===== src/design/rsie_pkg.sv =====
// Shared constants, codes and types for the register subset instruction executor.
package rsie_pkg;

  localparam int LINE_BITS_DEF = 10;
  localparam int NUM_REGS      = 7;
  localparam int REG_W         = 8;
  localparam int REG_IDX_W     = 3;
  localparam int OP_W          = 4;
  localparam int LINE_W        = 10;
  localparam int CNT_W         = 16;
  localparam int STAT_W        = 2;

  // Opcodes of a pre-decoded request; codes above OP_HLT are unknown.
  localparam logic [OP_W-1:0] OP_NONE = 4'd0;
  localparam logic [OP_W-1:0] OP_MOV  = 4'd1;
  localparam logic [OP_W-1:0] OP_MVI  = 4'd2;
  localparam logic [OP_W-1:0] OP_DCR  = 4'd3;
  localparam logic [OP_W-1:0] OP_INR  = 4'd4;
  localparam logic [OP_W-1:0] OP_JNZ  = 4'd5;
  localparam logic [OP_W-1:0] OP_JZ   = 4'd6;
  localparam logic [OP_W-1:0] OP_HLT  = 4'd7;

  // Cycle cost added to the cycle counter per instruction class.
  localparam logic [CNT_W-1:0] CYC_SHORT = 16'd4;
  localparam logic [CNT_W-1:0] CYC_MVI   = 16'd7;

  typedef enum logic [STAT_W-1:0] {
    ST_RUN  = 2'd0,
    ST_HALT = 2'd1,
    ST_ERR  = 2'd2
  } run_stat_t;

  typedef logic [REG_W-1:0] reg_val_t;
  typedef reg_val_t [NUM_REGS-1:0] reg_file_t;

  // Architectural state apart from the line index, whose width is a parameter.
  typedef struct packed {
    reg_file_t        regs;
    logic             zero;
    logic [CNT_W-1:0] cyc;
    logic [CNT_W-1:0] instr;
    run_stat_t        status;
  } core_state_t;

  typedef struct packed {
    logic [OP_W-1:0]      req_type;
    logic [REG_IDX_W-1:0] dest_reg;
    logic [REG_IDX_W-1:0] src_reg;
    logic [REG_W-1:0]     immediate;
    logic [LINE_W-1:0]    target_line;
  } instr_t;

endpackage


===== src/design/rsie_in_if.sv =====
// Request channel: one pre-decoded instruction per handshake.
interface rsie_in_if;
  import rsie_pkg::*;

  logic                 valid;
  logic                 ready;
  logic [OP_W-1:0]      req_type;
  logic [REG_IDX_W-1:0] dest_reg;
  logic [REG_IDX_W-1:0] src_reg;
  logic [REG_W-1:0]     immediate;
  logic [LINE_W-1:0]    target_line;

  modport source (
    output valid, req_type, dest_reg, src_reg, immediate, target_line,
    input  ready
  );

  modport sink (
    input  valid, req_type, dest_reg, src_reg, immediate, target_line,
    output ready
  );
endinterface


===== src/design/rsie_out_if.sv =====
// Result channel: machine state after each executed request.
interface rsie_out_if;
  import rsie_pkg::*;

  logic              valid;
  logic              ready;
  logic [LINE_W-1:0] next_line;
  logic [STAT_W-1:0] run_status;
  logic              zero;
  logic [REG_W-1:0]  reg_a;
  logic [REG_W-1:0]  reg_b;
  logic [REG_W-1:0]  reg_c;
  logic [REG_W-1:0]  reg_d;
  logic [REG_W-1:0]  reg_e;
  logic [REG_W-1:0]  reg_h;
  logic [REG_W-1:0]  reg_l;
  logic [CNT_W-1:0]  cycle_count;
  logic [CNT_W-1:0]  instr_count;

  modport source (
    output valid, next_line, run_status, zero, reg_a, reg_b, reg_c, reg_d,
           reg_e, reg_h, reg_l, cycle_count, instr_count,
    input  ready
  );

  modport sink (
    input  valid, next_line, run_status, zero, reg_a, reg_b, reg_c, reg_d,
           reg_e, reg_h, reg_l, cycle_count, instr_count,
    output ready
  );
endinterface


===== src/design/rsie_exec.sv =====
// Next-state logic: executes one instruction against the current state.
module rsie_exec #(
  parameter int LINE_BITS = rsie_pkg::LINE_BITS_DEF
) (
  input  rsie_pkg::instr_t      instr,
  input  rsie_pkg::core_state_t cur,
  input  logic [LINE_BITS-1:0]  line_cur,
  output rsie_pkg::core_state_t nxt,
  output logic [LINE_BITS-1:0]  line_nxt
);
  import rsie_pkg::*;

  logic [LINE_BITS-1:0] seq_line;
  logic [LINE_BITS-1:0] tgt_line;
  logic                 dst_ok;
  logic                 src_ok;
  reg_val_t             dst_val;
  reg_val_t             src_val;
  reg_val_t             step_val;

  assign seq_line = line_cur + LINE_BITS'(1);
  assign tgt_line = LINE_BITS'(instr.target_line);
  assign dst_ok   = (instr.dest_reg < REG_IDX_W'(NUM_REGS));
  assign src_ok   = (instr.src_reg < REG_IDX_W'(NUM_REGS));
  assign dst_val  = dst_ok ? cur.regs[instr.dest_reg] : '0;
  assign src_val  = src_ok ? cur.regs[instr.src_reg] : '0;
  assign step_val = (instr.req_type == OP_INR) ? dst_val + 8'd1 : dst_val - 8'd1;

  always_comb begin
    nxt      = cur;
    line_nxt = line_cur;
    if (cur.status == ST_RUN) begin
      case (instr.req_type)
        OP_NONE: begin
          line_nxt = seq_line;
        end
        OP_MOV: begin
          if (dst_ok) begin
            nxt.regs[instr.dest_reg] = src_val;
          end
          nxt.cyc   = cur.cyc + CYC_SHORT;
          nxt.instr = cur.instr + 16'd1;
          line_nxt  = seq_line;
        end
        OP_MVI: begin
          if (dst_ok) begin
            nxt.regs[instr.dest_reg] = instr.immediate;
          end
          nxt.cyc   = cur.cyc + CYC_MVI;
          nxt.instr = cur.instr + 16'd1;
          line_nxt  = seq_line;
        end
        OP_DCR, OP_INR: begin
          if (dst_ok) begin
            nxt.regs[instr.dest_reg] = step_val;
            nxt.zero                 = (step_val == '0);
          end
          nxt.cyc   = cur.cyc + CYC_SHORT;
          nxt.instr = cur.instr + 16'd1;
          line_nxt  = seq_line;
        end
        OP_JNZ: begin
          line_nxt = cur.zero ? seq_line : tgt_line;
        end
        OP_JZ: begin
          line_nxt = cur.zero ? tgt_line : seq_line;
        end
        OP_HLT: begin
          nxt.status = ST_HALT;
        end
        default: begin
          nxt.status = ST_ERR;
        end
      endcase
    end
  end
endmodule


===== src/design/register_subset_instruction_executor.sv =====
// Top level: register subset instruction executor with registered result.
// Latency: a result is valid the cycle after its request is accepted.
// Throughput: one request per cycle unless a result waits untaken; the state
//   update (register file read, increment or move, write) is combinational.
// in_req.ready is high whenever the result register is empty or being taken.
// Reset (rst_n, synchronous, active low): registers, flag, line index,
//   counters and status go to zero; the result register empties.
module register_subset_instruction_executor #(
  parameter int LINE_BITS = rsie_pkg::LINE_BITS_DEF
) (
  input logic        clk,
  input logic        rst_n,
  rsie_in_if.sink    in_req,
  rsie_out_if.source out_res
);
  import rsie_pkg::*;

  // Architectural state.
  core_state_t          state_r;
  logic [LINE_BITS-1:0] line_r;
  core_state_t          state_nxt;
  logic [LINE_BITS-1:0] line_nxt;

  // Result register: holds the state after the last accepted request until
  // the sink takes it, so the next request can enter meanwhile.
  logic              res_valid_r;
  core_state_t       res_state_r;
  logic [LINE_W-1:0] res_line_r;

  instr_t instr;
  logic   req_take;

  assign instr.req_type    = in_req.req_type;
  assign instr.dest_reg    = in_req.dest_reg;
  assign instr.src_reg     = in_req.src_reg;
  assign instr.immediate   = in_req.immediate;
  assign instr.target_line = in_req.target_line;

  assign in_req.ready = !res_valid_r || out_res.ready;
  assign req_take     = in_req.valid && in_req.ready;

  rsie_exec #(
    .LINE_BITS (LINE_BITS)
  ) u_exec (
    .instr    (instr),
    .cur      (state_r),
    .line_cur (line_r),
    .nxt      (state_nxt),
    .line_nxt (line_nxt)
  );

  // State and valid flag: control, cleared on reset.
  always_ff @(posedge clk) begin
    if (!rst_n) begin
      state_r     <= '0;
      line_r      <= '0;
      res_valid_r <= 1'b0;
    end else begin
      if (req_take) begin
        state_r     <= state_nxt;
        line_r      <= line_nxt;
        res_valid_r <= 1'b1;
      end else if (out_res.ready) begin
        res_valid_r <= 1'b0;
      end
    end
  end

  // Result payload: loaded with each accepted request, no reset needed.
  always_ff @(posedge clk) begin
    if (req_take) begin
      res_state_r <= state_nxt;
      res_line_r  <= LINE_W'(line_nxt);
    end
  end

  assign out_res.valid       = res_valid_r;
  assign out_res.next_line   = res_line_r;
  assign out_res.run_status  = res_state_r.status;
  assign out_res.zero        = res_state_r.zero;
  assign out_res.reg_a       = res_state_r.regs[0];
  assign out_res.reg_b       = res_state_r.regs[1];
  assign out_res.reg_c       = res_state_r.regs[2];
  assign out_res.reg_d       = res_state_r.regs[3];
  assign out_res.reg_e       = res_state_r.regs[4];
  assign out_res.reg_h       = res_state_r.regs[5];
  assign out_res.reg_l       = res_state_r.regs[6];
  assign out_res.cycle_count = res_state_r.cyc;
  assign out_res.instr_count = res_state_r.instr;
endmodule


===== src/flat_wrapper.sv =====
// flat-port wrapper written by rule: the top's interface ports become plain ports
module register_subset_instruction_executor_flat import rsie_pkg::*;
#(
  parameter int LINE_BITS = rsie_pkg::LINE_BITS_DEF
)
  (clk, rst_n, in_req_valid, in_req_req_type, in_req_dest_reg, in_req_src_reg, in_req_immediate, in_req_target_line, in_req_ready, out_res_valid, out_res_next_line, out_res_run_status, out_res_zero, out_res_reg_a, out_res_reg_b, out_res_reg_c, out_res_reg_d, out_res_reg_e, out_res_reg_h, out_res_reg_l, out_res_cycle_count, out_res_instr_count, out_res_ready);
  rsie_in_if in_req_i ();
  rsie_out_if out_res_i ();
  input logic clk;
  input logic rst_n;
  input wire logic [$bits(in_req_i.valid)-1:0] in_req_valid;
  input wire logic [$bits(in_req_i.req_type)-1:0] in_req_req_type;
  input wire logic [$bits(in_req_i.dest_reg)-1:0] in_req_dest_reg;
  input wire logic [$bits(in_req_i.src_reg)-1:0] in_req_src_reg;
  input wire logic [$bits(in_req_i.immediate)-1:0] in_req_immediate;
  input wire logic [$bits(in_req_i.target_line)-1:0] in_req_target_line;
  output wire logic [$bits(in_req_i.ready)-1:0] in_req_ready;
  output wire logic [$bits(out_res_i.valid)-1:0] out_res_valid;
  output wire logic [$bits(out_res_i.next_line)-1:0] out_res_next_line;
  output wire logic [$bits(out_res_i.run_status)-1:0] out_res_run_status;
  output wire logic [$bits(out_res_i.zero)-1:0] out_res_zero;
  output wire logic [$bits(out_res_i.reg_a)-1:0] out_res_reg_a;
  output wire logic [$bits(out_res_i.reg_b)-1:0] out_res_reg_b;
  output wire logic [$bits(out_res_i.reg_c)-1:0] out_res_reg_c;
  output wire logic [$bits(out_res_i.reg_d)-1:0] out_res_reg_d;
  output wire logic [$bits(out_res_i.reg_e)-1:0] out_res_reg_e;
  output wire logic [$bits(out_res_i.reg_h)-1:0] out_res_reg_h;
  output wire logic [$bits(out_res_i.reg_l)-1:0] out_res_reg_l;
  output wire logic [$bits(out_res_i.cycle_count)-1:0] out_res_cycle_count;
  output wire logic [$bits(out_res_i.instr_count)-1:0] out_res_instr_count;
  input wire logic [$bits(out_res_i.ready)-1:0] out_res_ready;
  assign in_req_i.valid = in_req_valid;
  assign in_req_i.req_type = in_req_req_type;
  assign in_req_i.dest_reg = in_req_dest_reg;
  assign in_req_i.src_reg = in_req_src_reg;
  assign in_req_i.immediate = in_req_immediate;
  assign in_req_i.target_line = in_req_target_line;
  assign in_req_ready = in_req_i.ready;
  assign out_res_valid = out_res_i.valid;
  assign out_res_next_line = out_res_i.next_line;
  assign out_res_run_status = out_res_i.run_status;
  assign out_res_zero = out_res_i.zero;
  assign out_res_reg_a = out_res_i.reg_a;
  assign out_res_reg_b = out_res_i.reg_b;
  assign out_res_reg_c = out_res_i.reg_c;
  assign out_res_reg_d = out_res_i.reg_d;
  assign out_res_reg_e = out_res_i.reg_e;
  assign out_res_reg_h = out_res_i.reg_h;
  assign out_res_reg_l = out_res_i.reg_l;
  assign out_res_cycle_count = out_res_i.cycle_count;
  assign out_res_instr_count = out_res_i.instr_count;
  assign out_res_i.ready = out_res_ready;
  register_subset_instruction_executor #(.LINE_BITS(LINE_BITS)) u_core (.clk(clk), .rst_n(rst_n), .in_req(in_req_i), .out_res(out_res_i));
endmodule

===== config.mk =====
export PLATFORM = sky130hd
export DESIGN_NAME = register_subset_instruction_executor_flat
export DESIGN_NICKNAME = d
export VERILOG_FILES = /design/src/design/rsie_pkg.sv /design/src/design/rsie_in_if.sv /design/src/design/rsie_out_if.sv /design/src/design/rsie_exec.sv /design/src/design/register_subset_instruction_executor.sv /design/src/flat_wrapper.sv
export SDC_FILE = /design/constraint.sdc
export NUM_CORES = 1
export LEC_CHECK = 0
export ABC_AREA = 1
export BUFFER_PORTS_ARGS = -buffer_cell sky130_fd_sc_hd__buf_2
export CAP_MARGIN = 0
export CORE_MARGIN = 2
export CORE_UTILIZATION = 57
export CTS_CLUSTER_SIZE = 24
export DETAILED_ROUTE_END_ITERATION = 16
export PLACE_DENSITY_LB_ADDON = 0.25
export SLEW_MARGIN = 20
export SYNTH_ARGS = -nofsm -noshare
export SYNTH_HDL_FRONTEND = slang
export SYNTH_SLANG_ARGS = --single-unit
export TNS_END_PERCENT = 100

===== constraint.sdc =====
create_clock -name clk -period 5.1 [get_ports clk]
set_input_delay 0.51 -clock clk [delete_from_list [all_inputs] [get_ports clk]]
set_output_delay 0.51 -clock clk [all_outputs]
set_load 0.005 [all_outputs]

Yosys cells after proc, flatten, opt, wreduce, memory -nomap -nowiden --
Index checks and enable logic that the tools add are counted.
Storage, ports and cells: register bits 203, logic and storage cells 81
Cells by class: $lt $le $gt $ge 5, add/sub/neg operators 6, reduce and logical (&&, ||, !) cells 12, eq/ne operators 7, multiplexer cells 26
Operators by type and width (count):
- bitwise mux 56 bit | 3
- case mux 56 bit (3 select lines) | 1
- two-way mux 56 bit | 2
- two-way mux 91 bit | 1
- case mux 32 bit (2 select lines) | 1
- two-way mux 57 bit | 1
- binary-select mux 8 bit (select 3 bit) | 2
- two-way mux 8 bit | 6
- adder 16 x 3 -> 16 bit, second input constant | 2
- two-way mux 10 bit | 3
- case mux 10 bit (3 select lines) | 1
- demux 8 bit (select 3 bit) | 1
- adder 16 x 1 -> 16 bit, second input constant | 1
- == test 4 x 3 -> 1 bit, second input constant | 4
- adder 10 x 1 -> 10 bit, second input constant | 1
- adder 8 x 1 -> 8 bit, second input constant | 1
- == test 4 x 2 -> 1 bit, second input constant | 2
- logical NOT 8 bit | 1
- < comparator 3 x 4 -> 1 bit, second input constant | 2
- subtractor 8 x 1 -> 8 bit, second input constant | 1
- OR reduction 7 bit | 1
- < comparator 3 bit, second input constant | 2
- OR reduction 5 bit | 1
- == test 4 x 1 -> 1 bit, second input constant | 1
- other kinds (11) | 14

Longest topological paths before layout --
word-level depth 9, mapped depth 22, mapped depth without buffers 22

Cells and area by module --
A second synthesis with hierarchy kept.
Unflattened totals: cells, all modules 1682, area total of the unflattened synthesis 12170.4 µm²
By module, submodules not included:
- register_subset_instruction_executor | seq. area each 5074.9 µm², area each 7576.0 µm², cells an instance 769, times used 1
- rsie_exec | seq. area each 0.0 µm², area each 4594.4 µm², cells an instance 913, times used 1

Worst setup path after synthesis --
OpenSTA, ideal clock, no wires.
path kind in2reg, start point in out_res_ready, end point reg u_core.res_state_r, in the netlist u_core.out_res.cycle_count[0], enable pin, data required time 4.595 ns, slack 0.471 ns, buffers on the path 2, data arrival time 4.125 ns, stages 6, cells stage by stage inv_1 -> nand2_1 -> nand2_1 -> inv_1 -> clkbuf_1 -> clkbuf_1
On the way: cells in the longest elaborated chain, start to end 2
RTL lines:
- start, declared | RTL line flat_wrapper.sv:31 | input wire logic [$bits(out_res_i.ready)-1:0] out_res_ready;
- logical OR 1 bit | RTL line register_subset_instruction_executor.sv:39 | assign in_req.ready = !res_valid_r || out_res.ready;
- named net in_req_ready | RTL line flat_wrapper.sv:17 | output wire logic [$bits(in_req_i.ready)-1:0] in_req_ready;
- logical AND 1 bit | RTL line register_subset_instruction_executor.sv:40 | assign req_take = in_req.valid && in_req.ready;
- named net u_core.req_take | RTL line register_subset_instruction_executor.sv:31 | logic req_take;
- end signal, assigned | RTL line register_subset_instruction_executor.sv:72 | res_state_r <= state_nxt;
- end, declared | RTL line register_subset_instruction_executor.sv:27 | core_state_t res_state_r;
The timed path passes the listed nets, and every way through them passes these cells. A chain may end at the register's enable or synchronous reset.

==> impl_results.md <==
* Req. time, crit path at 5370 ps
* CTS max path bufs at 3
* Post-CTS Setup Inserts at 0
* Final worst slack at between 1500 and 2000 ps
* WS Path Type: input port to flop
* Io pins at between 100 and 150
* Min Clock Period, post-route at 3560 ps
* Share of layout cells above drive strength 1 at 0.147
* Antenna diode instance count at 0
* # H-tree levels at 1
* Peak fanout along the critical path at 9
* CP endpoint: u_core.out_res.reg_e[6]
* RD Place Congestion at approximately 0.98
* Combinational Power Share at 0.173
* Residual DRC count at 0
* Switching Fraction at 0.286
* Worst-Margin Slew at between 900 and 1000 ps
* Max VDD drop at 265 µV
* Synth Flop Type: dfxtp_1
* Max-slew violations at 0
* Die Area at between 20000 and 25000 µm²
* CP Data Arrival Time at between 3000 and 4000 ps
* EDFF count, synth at a little over 100
* Post-CTS sizing at 0
* Crit path from: in_req_dest_reg[1]
* DRT Wirelength at just over 30000 µm
* 1st-iter DRT viols at between 800 and 900
* Pre-CTS setup slack at 1120 ps
* Slew headroom at 0.397
* Total grt overflow at 0
* Synth cell types at 56
* Seq pwr share at 0.461
* Number of global-route vias before repair at approximately 9300
* Initial Utilization at 0.578
* HP Class: input port to flop
* Placed cells at between 1500 and 2000
* Die Wd at 144 µm
* Post-DR wirelength/cell at about 17 µm
* Crit start category: input port
* Largest net degree at the start of global routing at around 110
* Post-synthesis sequential area ratio at 0.452
* P per Cell Area at 334 nW/µm²
* Post-route insts no fill at about 1800
* Tot GR Track Use at 0.294
* Core ar. at about 19000 µm²
* CTS tree: built
* R2R Path End: u_core.out_res.reg_e[6]
* Die height at ~140 µm
* Worst R2R Path Depth at 16
* Number of port buffers at between 100 and 150
* Reg-to-Reg Start: u_core.state_r[87]
* Final hold vios at 0
* Synth-to-Final Area Change at 13.7%
* CP Capture Type: flop
* CTS Buf Count at 22
* Clk_skew at between 9 and 10 ps
* Most frequent cells in the layout: 264 x nand2_1, 246 x inv_1, 175 x o21ai_0
* RSZ-0062 raised after global routing: false
* Detailed Place HPWL at 21400 µm
* Clock sink count at a little over 200
* Gate Count Post-Synth at between 1000 and 1500
* Post-place instance area at 12100 µm²
* Avg Inst Size Synth at 7.74 µm²
* Max Cap Violations at 0
* Antenna violations before repair at 0
* Commonest non-fill, non-tap cell in the layout: nand2_1
* Skew-Pair Late Insertion Delay at 510 ps
* Worst-path clk slew at ~60 ps
* Status: finished clean
* Setup violators final at 0
* Post-layout total power at approximately 0.0043 W
* Clock power frac at 0.366
* Syn Nets at 1494
* Nets at 1606
* CTS Hold Buffers Added at 0
* Vias at 10300
* Routed Antenna Nets at 0
* TritonRoute pass-1 iters at 5
* First-pass GRT wire length at a little under 50000 µm
* Rows at between 50 and 60
* Fin area at ~13000 µm²
* Ys Warns at 0
* Fin Setup TNS at 0 ps
* R2R Setup Slk at around 2200 ps
* Vias per cell at 5.61
* Power Internal at around 0.0030 W
* Fmax at between 200 and 300 MHz
* Clock root buffer: clkbuf_16
* P_sw at 0.00122 W
* Tcrit/Tclk final at 0.697
* Synth Register Bits at 203
* Ys async rst share at 0
* Leak pwr at approximately 5.9 nW
* Post-Syn Area at approximately 11000 µm²
==> metal layers <==
metal | track usage | share of wire | vias up | wire [µm]
met3 | 0.0387 | 0.076 | 70 | 2350
li1 | - | - | 5081 | -
met1 | 0.428 | 0.45 | 4746 | 14000
met5 | 0 | 0 | - | 0
met4 | 0.0828 | 0.027 | 0 | 828
met2 | 0.462 | 0.44 | 434 | 13800
==> power by group through the flow <==
stage / Clock [W] / Combinational, W / Sequential (W)
3_3_place_gp: 0 / 0.000714 / 0.00199
2_1_floorplan: 0 / 0.000490 / 0.00199
5_1_grt: 0.00163 / 0.000830 / 0.00198
3_5_place_dp: 0 / 0.000725 / 0.00199
4_1_cts: 0.00157 / 0.000731 / 0.00196
6_report: 0.00156 / 0.000737 / 0.00196
==> area by class of cell <==
| class | count | area, µm² |
|---|---|---|
| timing repair buffer | 142 | 743 |
| inverter | 260 | 983 |
| clock buffer | 32 | 639 |
| fill | 1723 | 6640 |
| tap | 265 | 332 |
| sequential | 203 | 5070 |
| clock inverter | 8 | 63.8 |
| multi-input combinational | 932 | 4920 |
==> logic make-up (layout without fill, tap and decap cells) <==
family                   after synthesis  in the layout  synth area share
AND/OR/NAND/NOR                      459            459             0.183
AO/OA/AOI/OAI                        438            438             0.223
buffers and inverters                314            442             0.109
flip-flops                           203            203             0.452
XOR/XNOR                              22             22            0.0172
adder cells (fa/ha/maj)               13             13            0.0152
==> synthesized netlist by cell type (4+ instances only) <==
cell type,instances,share of area
ha_1,12,0.013
nor2_1,75,0.025
a21oi_1,133,0.059
o211ai_1,17,0.011
xor2_1,19,0.015
inv_2,9,0.0030
a211oi_1,8,0.0054
nand2_1,265,0.089
o22ai_1,13,0.0073
nand4_1,12,0.0067
nor3_1,17,0.0076
a2111oi_0,4,0.0031
o21ai_1,40,0.018
nor2_8,4,0.0071
nor2_4,9,0.0090
o221ai_1,5,0.0039
o21ai_0,175,0.078
nand3_1,54,0.024
buf_2,15,0.0067
a31oi_1,6,0.0033
nand2_2,5,0.0028
dfxtp_1,102,0.18
o2111ai_1,7,0.0055
edfxtp_1,101,0.27
nor4_1,4,0.0022
a21oi_2,8,0.0062
nor2_2,7,0.0039
clkbuf_1,34,0.011
a221oi_1,4,0.0031
inv_1,247,0.083
==> how the worst min path moves through the flow <==
stage,startpoint,endpoint,cells past startpoint
floorplan,u_core.line_r[3],u_core.line_r[3],2
detailed placement,u_core.line_r[3],u_core.line_r[3],2
finish,out_res_ready,u_core.out_res.valid,4
CTS,out_res_ready,u_core.out_res.valid,4
global placement,u_core.line_r[3],u_core.line_r[3],2
global route,out_res_ready,u_core.out_res.valid,4
==> flip-flops by register name (all words and copies together), names as in the netlist <==
register / count
u_core.out_res.run_status: 2
u_core.out_res.zero: 1
u_core.out_res.instr_count: 16
u_core.out_res.reg_a: 8
u_core.state_r: 91
u_core.out_res.reg_l: 8
u_core.line_r: 10
u_core.out_res.next_line: 10
u_core.out_res.reg_c: 8
u_core.out_res.reg_d: 8
u_core.out_res.cycle_count: 16
u_core.out_res.reg_h: 8
u_core.out_res.valid: 1
u_core.out_res.reg_b: 8
u_core.out_res.reg_e: 8
==> critical path: stages <==
cell and delay (ps):
buf_2 140, nor2_1 150, inv_1 80, nor2_2 360, clkinv_1 390, o22ai_1 270, a221oi_1 70, nand2_1 130
inv_1 60, fa_1 420, inv_1 90, nand4_1 100, o211ai_1 110, xor2_1 310, o21ai_0 130, buf_4 170
o21ai_0 80, nand2_1 70, o21ai_1 120, inv_1 60
==> through the flow <==
step | hold slack, ps | util
final | 316 | 0.658
after CTS | 309 | 0.658
after detailed placement | 504 | 0.621
after floorplan | 477 | -
after global routing | 377 | 0.658
after global placement | 498 | 0.621
Power figures use the tool's default switching activity.
